File: config.mk
export PLATFORM = sky130hd
export DESIGN_NAME = tfc_tag_dir
export DESIGN_NICKNAME = d
export VERILOG_FILES = /design/src/hw/rtl/tfc_pkg.sv /design/src/hw/rtl/tfc_tag_dir.sv
export SDC_FILE = /design/constraint.sdc
export NUM_CORES = 1
export LEC_CHECK = 0
export BUFFER_PORTS_ARGS = -buffer_cell sky130_fd_sc_hd__buf_2
export CORE_AREA = 2 2 136 138
export CTS_CLUSTER_SIZE = 16
export DETAILED_ROUTE_END_ITERATION = 7
export DIE_AREA = 0 0 138 140
export GPL_ROUTABILITY_DRIVEN = 1
export SETUP_SLACK_MARGIN = 0.1
export SYNTH_ARGS = -nofsm -noshare
export SYNTH_HDL_FRONTEND = slang
export SYNTH_SLANG_ARGS = --single-unit
File: constraint.sdc
create_clock -name clock -period 3.9 [get_ports clock]
set_input_delay 0.39 -clock clock [delete_from_list [all_inputs] [get_ports clock]]
set_output_delay 0.39 -clock clock [all_outputs]
set_load 0.01 [all_outputs]
File: src/hw/rtl/tfc_pkg.sv
// Shared types and constants for the tagged response frame cache.
// Used by tfc_frame_ram, tfc_tag_dir and tagged_response_frame_cache_unit.
package tfc_pkg;

   localparam int SLOTS       = 10;
   localparam int FRAME_BYTES = 64;

   localparam int SLOT_W  = (SLOTS > 1) ? $clog2(SLOTS) : 1;
   localparam int POS_W   = $clog2(FRAME_BYTES + 1);   // fill position 0..FRAME_BYTES
   localparam int IDX_W   = $clog2(FRAME_BYTES);       // byte index 0..FRAME_BYTES-1
   localparam int LEN_W   = 7;
   localparam int DEPTH   = SLOTS * FRAME_BYTES;
   localparam int ADDR_W  = $clog2(DEPTH);

   localparam logic KIND_STORE = 1'b0;
   localparam logic KIND_FETCH = 1'b1;

   typedef struct packed {
      logic       kind;
      logic [7:0] device_address;
      logic [7:0] frame_byte;
      logic       frame_end;
   } req_type;

   typedef struct packed {
      logic       hit;
      logic [7:0] out_byte;
      logic       out_last;
   } rsp_type;

   typedef struct packed {
      logic              hit;
      logic [SLOT_W-1:0] slot;
      logic [LEN_W-1:0]  length;
   } lookup_type;

   typedef struct packed {
      logic              we;
      logic [ADDR_W-1:0] addr;
   } ram_wr_type;

   typedef enum logic [1:0] {
      ST_IDLE,
      ST_MISS,
      ST_STREAM
   } state_type;

   function automatic logic [ADDR_W-1:0] entry_addr(logic [SLOT_W-1:0] slot,
                                                    logic [IDX_W-1:0] idx);
      entry_addr = ADDR_W'(slot) * ADDR_W'(FRAME_BYTES) + ADDR_W'(idx);
   endfunction

endpackage

File: src/hw/rtl/tfc_tag_dir.sv
// Slot directory: tags, valid marks, lengths and the fill pointer.
// Does the parallel tag lookup and drives the frame RAM write address.
// Depends on tfc_pkg.
module tfc_tag_dir (
   input  logic                clock,
   input  logic                reset,
   input  logic                store_en,
   input  logic                lookup_en,
   input  tfc_pkg::req_type    req,
   output tfc_pkg::lookup_type lookup,
   output tfc_pkg::ram_wr_type wr
);

   logic [7:0]                 tag_ff   [tfc_pkg::SLOTS];
   logic [tfc_pkg::LEN_W-1:0]  len_ff   [tfc_pkg::SLOTS];
   logic [tfc_pkg::SLOTS-1:0]  valid_ff;
   logic [tfc_pkg::SLOT_W-1:0] fill_slot_ff, fill_slot_in;
   logic [tfc_pkg::POS_W-1:0]  fill_pos_ff, fill_pos_in;
   logic                       room;
   logic [tfc_pkg::POS_W-1:0]  pos_next;

   // lowest matching valid slot wins
   always_comb begin
      lookup = '0;
      for (int s = tfc_pkg::SLOTS - 1; s >= 0; s--) begin
         if (valid_ff[s] && tag_ff[s] == req.device_address) begin
            lookup.hit    = 1'b1;
            lookup.slot   = tfc_pkg::SLOT_W'(s);
            lookup.length = len_ff[s];
         end
      end
   end

   assign room     = fill_pos_ff < tfc_pkg::POS_W'(tfc_pkg::FRAME_BYTES);
   assign pos_next = room ? fill_pos_ff + 1'b1 : fill_pos_ff;
   assign wr.we    = store_en && room;
   assign wr.addr  = tfc_pkg::entry_addr(fill_slot_ff, fill_pos_ff[tfc_pkg::IDX_W-1:0]);

   always_comb begin
      fill_slot_in = fill_slot_ff;
      fill_pos_in  = fill_pos_ff;
      if (store_en) begin
         fill_pos_in = pos_next;
         if (req.frame_end) begin
            fill_pos_in  = '0;
            fill_slot_in = (fill_slot_ff == tfc_pkg::SLOT_W'(tfc_pkg::SLOTS - 1))
                           ? '0 : fill_slot_ff + 1'b1;
         end
      end
   end

   always_ff @(posedge clock) begin
      if (reset) begin
         valid_ff     <= '0;
         fill_slot_ff <= '0;
         fill_pos_ff  <= '0;
      end else begin
         fill_slot_ff <= fill_slot_in;
         fill_pos_ff  <= fill_pos_in;
         if (store_en && req.frame_end) begin
            valid_ff[fill_slot_ff] <= 1'b1;
         end else if (lookup_en && lookup.hit) begin
            valid_ff[lookup.slot] <= 1'b0;
         end
      end
   end

   always_ff @(posedge clock) begin
      if (store_en && req.frame_end) begin
         tag_ff[fill_slot_ff] <= req.device_address;
         len_ff[fill_slot_ff] <= tfc_pkg::LEN_W'(pos_next);
      end
   end

   assert property (@(posedge clock) disable iff (reset)
      fill_pos_ff <= tfc_pkg::POS_W'(tfc_pkg::FRAME_BYTES))
      else $error("fill position past frame size");

   assert property (@(posedge clock) disable iff (reset)
      fill_slot_ff < tfc_pkg::SLOT_W'(tfc_pkg::SLOTS))
      else $error("fill slot out of range");

   assert property (@(posedge clock) disable iff (reset)
      lookup_en && lookup.hit |=> !valid_ff[$past(lookup.slot)])
      else $error("fetched slot still valid");

endmodule

# Word-level counts from Yosys, hierarchy flattened
# Memory sizes are Yosys's and may differ from the RTL's.
# Cells that the tools add are included.
# totals
regBits	21
ram_bits	150
in_bits	22
out_inout_bits	23
mem_count	2
# memory_table
name	words	width	read_ports	rd_ports_with_merged_regs	wr	line_no	text
tag_ff	10	8	10	0	1	tfc_tag_dir.sv:14	logic [7:0] tag_ff [tfc_pkg::SLOTS];
len_ff	10	7	10	0	1	tfc_tag_dir.sv:15	logic [tfc_pkg::LEN_W-1:0] len_ff [tfc_pkg::SLOTS];
# classes
n_addsub	3
n_lt_le_gt_ge	5
n_eq_ne	11
muxes	21
bitwise	3
n_reduce_logical	17
# ops
cell	n
2-to-1 mux 12 bit	10
== test 8 bit	10
2-to-1 mux 10 bit	2
logical AND 1 bit	15
2-to-1 mux 7 bit	2
adder 10 x 6 -> 10 bit	1
bitwise AND 10 bit	1
< comparator 4 x 5 -> 1 bit, second input constant	2
NOT 10 bit	1
OR 10 bit	1
demux 1 bit (select 4 bit)	2
greater-or-equal comparator 4 x 1 -> 1 bit, second input constant	2
adder 7 x 1 -> 7 bit, second input constant	1
< comparator 7 bit, second input constant	1
adder 4 x 1 -> 4 bit, second input constant	1
== test 4 bit, second input constant	1
2-to-1 mux 1 bit	4
2-to-1 mux 4 bit	1
AND reduction 2 bit	1
nonzero test 2 bit	1

# Depth between registers and ports, before layout
# depth
ltp_word	20
ltp_mapped	9
ltp_nobuf	8

# Least setup slack after synthesis
# Ideal clock, no wire load.
# synth_timing
path_type	register to register
startpoint	reg fill_slot_ff[1] (netlist name)
endpoint	reg valid_ff[8] (netlist name)
arrival_ns	2.538
required_time_ns	3.817
path_slack_ns	1.280
stages_incl_launch_ff	5
path_buffers	1
synth_period_minus_slack_ns	2.620
path_cell_list	dfxtp_1 clkbuf_1 nor4_1 o21ai_0 a41oi_1
# synth_between
elab_chain_cells	6
word_cells_on_any_way	7
# synth_lines
item	line_no	text
start: declaration	tfc_tag_dir.sv:17	logic [tfc_pkg::SLOT_W-1:0] fill_slot_ff, fill_slot_in;
start signal: assignment	tfc_tag_dir.sv:58	fill_slot_ff <= fill_slot_in;
< comparator 4 x 5 -> 1 bit (not written as such) / greater-or-equal comparator 4 x 1 -> 1 bit (equally long branches)	tfc_tag_dir.sv:61	valid_ff[fill_slot_ff] <= 1'b1;
logical AND 1 bit (not written as such)	tfc_tag_dir.sv:61	
2-to-1 mux 1 bit (not written as such)	tfc_tag_dir.sv:61	
demux 1 bit (select 4 bit) (*)	tfc_tag_dir.sv:61	
OR 10 bit (no source line) (*)	--	
2-to-1 mux 10 bit (*)	tfc_tag_dir.sv:60	if (store_en && req.frame_end) begin
end signal: assignment	tfc_tag_dir.sv:54	valid_ff <= '0;
end signal: indexed assignment	tfc_tag_dir.sv:61	
end signal: indexed assignment	tfc_tag_dir.sv:63	valid_ff[lookup.slot] <= 1'b0;
end: declaration	tfc_tag_dir.sv:16	logic [tfc_pkg::SLOTS-1:0] valid_ff;
# Every way passes the cells marked *; elsewhere a longest branch is shown, timed or not.
# A chain may end at the register's enable or synchronous reset.

==> results.md <==
Outcome:
- The run finished with clean final reports.

Pwr:
- The power consumption is roughly 4 mW.
- The worst-case IR drop observed on VDD is 253 uV.
- In this run the static leakage power is 2.87 nW.
- The power per cell area is 475 nW/um^2.

STA:
- Setup repair after global routing left no endpoint under its margin.
- The clock arrives with 0.00520 ns of skew.
- The part of the cycle the worst path needs is 0.828.
- The final-report hold violation count is 0.
- The worst path needs approximately 3.2 ns of the cycle, external delays included.
- Headroom to the max-slew limit came out at 0.326.
- The count of endpoints failing setup in the final report is 0.
- The max-slew violation total from the final report is 0.
- The highest achievable clock rate is approximately 310 MHz.
- The transition at the pin with the smallest max-transition slack is 1.01 ns.
- Adding up every negative setup slack in the final design gives 0 ns.

Global routing:
- met2 is the most crowded layer.
- The number of global-route vias before repair is 4360.
- The first global-routing pass estimated approximately 25 mm of wire.
- The routing usage on met3 is 0.0338.
- The met1 track utilization from global routing is 0.218.
- The met2 track utilization from global routing is 0.282.
- The initial antenna violation count is 0.
- The total overflow left after global routing is 0.
- The overall global routing resource usage is 0.168.
- The maximum number of pins on one net before global-route repair is 21.

Clock tree:
- The clock input transition at the sequential cells of the worst setup and hold paths is 0.06 ns.
- The count of hold-fix buffers inserted at cts is 0.
- Gates resized during post-CTS repair numbered 0.
- The clock reaches the later pin of the worst-skew pair after 0.43 ns.
- The maximum buffer depth of the clock tree is 2.
- The number of setup buffers added after CTS is 0.
- The count of clock tree sinks is 171.
- The clock root buffer is clkbuf_16.
- TritonCTS built the clock tree.
- The number of H-tree levels is 4.
- The clock buffer count from CTS is 17.

Floorplanning:
- The die span in y is 140 um.
- The total area inside the core boundary comes to 17800 sq um.
- The full die area is slightly below 20000 sq um.
- The number of placement rows is 49.
- The initial utilization of the core area, before any placement, comes to 0.416.
- 45 I/O pins were placed.
- The die width is 138 um.

Drt:
- The total vias in the final route is 4417.
- For this run, design rule violations remaining after detail routing come to 0.
- The length of the first detailed-routing pass in iterations is 4.
- Dividing the detail-routed via count by the number of cells gives 5.35.
- The total wire length is 15.5 mm.
- For this block, the initial DRC count from the detailed router was 386.
- The final antenna-violating net count is 0.
- The routed wirelength normalized by instance count is about 19 um.

Setup path:
- STA classifies the critical path startpoint as a flop.
- Traced cell by cell, the critical path runs through xor2_1, nor3_1, and3_1, o211ai_1, a31oi_1, a21oi_1, a221o_1, buf_2.
- The highest cell delay on the worst timing path is 0.43 ns.
- The number of buffers and inverters on the critical path is 1.
- For the worst setup path, the data arrival time is approximately 2.8 ns.
- The largest individual stage delay along the critical path comes from the cell and3_1.
- The setup slack of the worst register-to-register path is 1.63 ns.
- The setup path with the least slack is of type flop to output pin.
- The cell family contributing the most delay on the critical path is simple AND/OR/NAND/NOR gates.
- STA puts the critical path data required time at about 3.5 ns.
- The nature of the critical path endpoint is an output pin.
- Along the worst path, the maximum fanout reaches 8.

Synth:
- The post-synth net total is ~560.
- The post-synthesis area per instance is ~14 sq um.
- The synthesized flop and latch total is between 150 and 200.
- The number of different library cells in the post-synthesis netlist is 60.
- The most common flop cell mapped by yosys is edfxtp_1.
- The post-synthesis instance area is 7400 sq um.
- In this run, synthesis inferred 150 flip-flops with an integrated enable.
- The library cell with the largest summed area after synthesis is edfxtp_1.
- The share of synthesized registers carrying an async set or reset is 0.
- In the synthesized netlist, the number of instances is 533.
- The post-synthesis sequential area ratio is 0.665.
- Yosys printed 0 warnings.
- Ranked by total cell area, the synthesized netlist is headed by edfxtp_1, xnor2_1, dfxtp_1, xor2_1, nand2_1.
- The share of Yosys cell area claimed by the top area cell type is 0.608.

Final layout:
- The share of layout cells above drive strength 1 is 0.191.
- Leaving out fill and tap cells, the most frequent cells in the layout are edfxtp_1, xnor2_1, buf_2.
- The area growth from synthesis to layout is 15.0%.
- The count of nets after finishing is 607.
- The most common library cell in the layout ignoring fill and taps is edfxtp_1.
- 0 antenna diodes ended up in the layout.

Place:
- During placement, the flow inserted port buffers numbering 35.
- Routability-driven placement finished with a final weighted congestion of roughly 0.81.
- Detailed placement ended at an HPWL of 10.7 mm.

Flow run:
- Max-cap violations in this run came to 0.

Min path:
- The type of the most critical hold path is primary input to flop.
[flip-flops by register name, summed over array words and instances (netlist names)]
name,cells
fill_slot_ff,4
valid_ff,10
fill_pos_ff,7
tag_ff,80
len_ff,70
[synth_stat cells, drive strengths merged, types with 2 or more instances]
library cell,number
a32oi,2
a22oi,2
and3,2
nand2b,6
or2,3
a41oi,2
a211oi,2
nor2b,9
nand4,17
or3,8
xnor2,62
o21ai,16
xor2,24
o211ai,2
inv,8
clkbuf,8
a21oi,19
edfxtp,150
nor2,31
o22ai,5
a221o,7
a31o,2
o221a,3
nor4,6
o22a,2
and2,3
nand2,35
dfxtp,21
a31oi,2
nor3,20
buf,16
nand3,22
o221ai,7
[metal layers]
layer	routed length, um	up-vias
met4	257	0
met5	0	-
li1	-	2099
met2	7700	101
met1	6950	2203
met3	632	14
[worst paths after layout]
path / depth (start not counted) / to / from
setup / recovery: 8 / lookup[2] / tag_ff[8][7]
hold / removal: 2 / valid_ff[1] / lookup_en
setup reg to reg: 8 / valid_ff[9] / tag_ff[9][0]
hold reg to reg: 2 / fill_slot_ff[3] / fill_slot_ff[3]
[worst register-to-register path: cells and delay by family, from the launching register on]
family | cells | cell delay, ns
AO/OA/AOI/OAI | 3 | 0.73
AND/OR/NAND/NOR | 3 | 0.68
flip-flops | 1 | 0.41
XOR/XNOR | 1 | 0.18
buffers and inverters | 1 | 0.14
[through the flow]
stage                util  setup WS (ns)  std cells  hold slack [ns]  instance area, sq um
floorplan               -           1.28        533            0.489                  7400
global placement    0.441          0.732        794            0.494                  7840
detailed placement  0.441          0.711        794            0.519                  7840
CTS                 0.479          0.674        826            0.229                  8510
global route        0.479          0.490        826            0.234                  8510
finish              0.479          0.670        826            0.249                  8510
[cells by family after synthesis]
family	Yosys count	share of synthesized area
and+or+nand+nor	164	0.123
AOI/OAI and AO/OA	78	0.0749
buffers and inverters	32	0.0313
xor gates and xnor gates	86	0.103
DFF	171	0.665
muxes	1	0.00152
adders and majority gates	1	0.00169
[power by group]
part / internal (mW) / total [mW] / switching (mW)
Combinational: 0.0505 / 0.145 / 0.0942
Clock: 1.25 / 1.90 / 0.646
Sequential: 2.00 / 2.01 / 0.00995
Total: 3.30 / 4.05 / 0.750
[cell type report]
type | count | area (sq um)
fill | 1545 | 9270
sequential | 171 | 4920
multi-input combinational | 330 | 2270
clock buffer | 24 | 482
timing repair buffer | 56 | 333
tap | 229 | 287
clock inverter | 8 | 189
inverter | 8 | 30.0
Note: power is estimated with default switching activity, not from simulation.
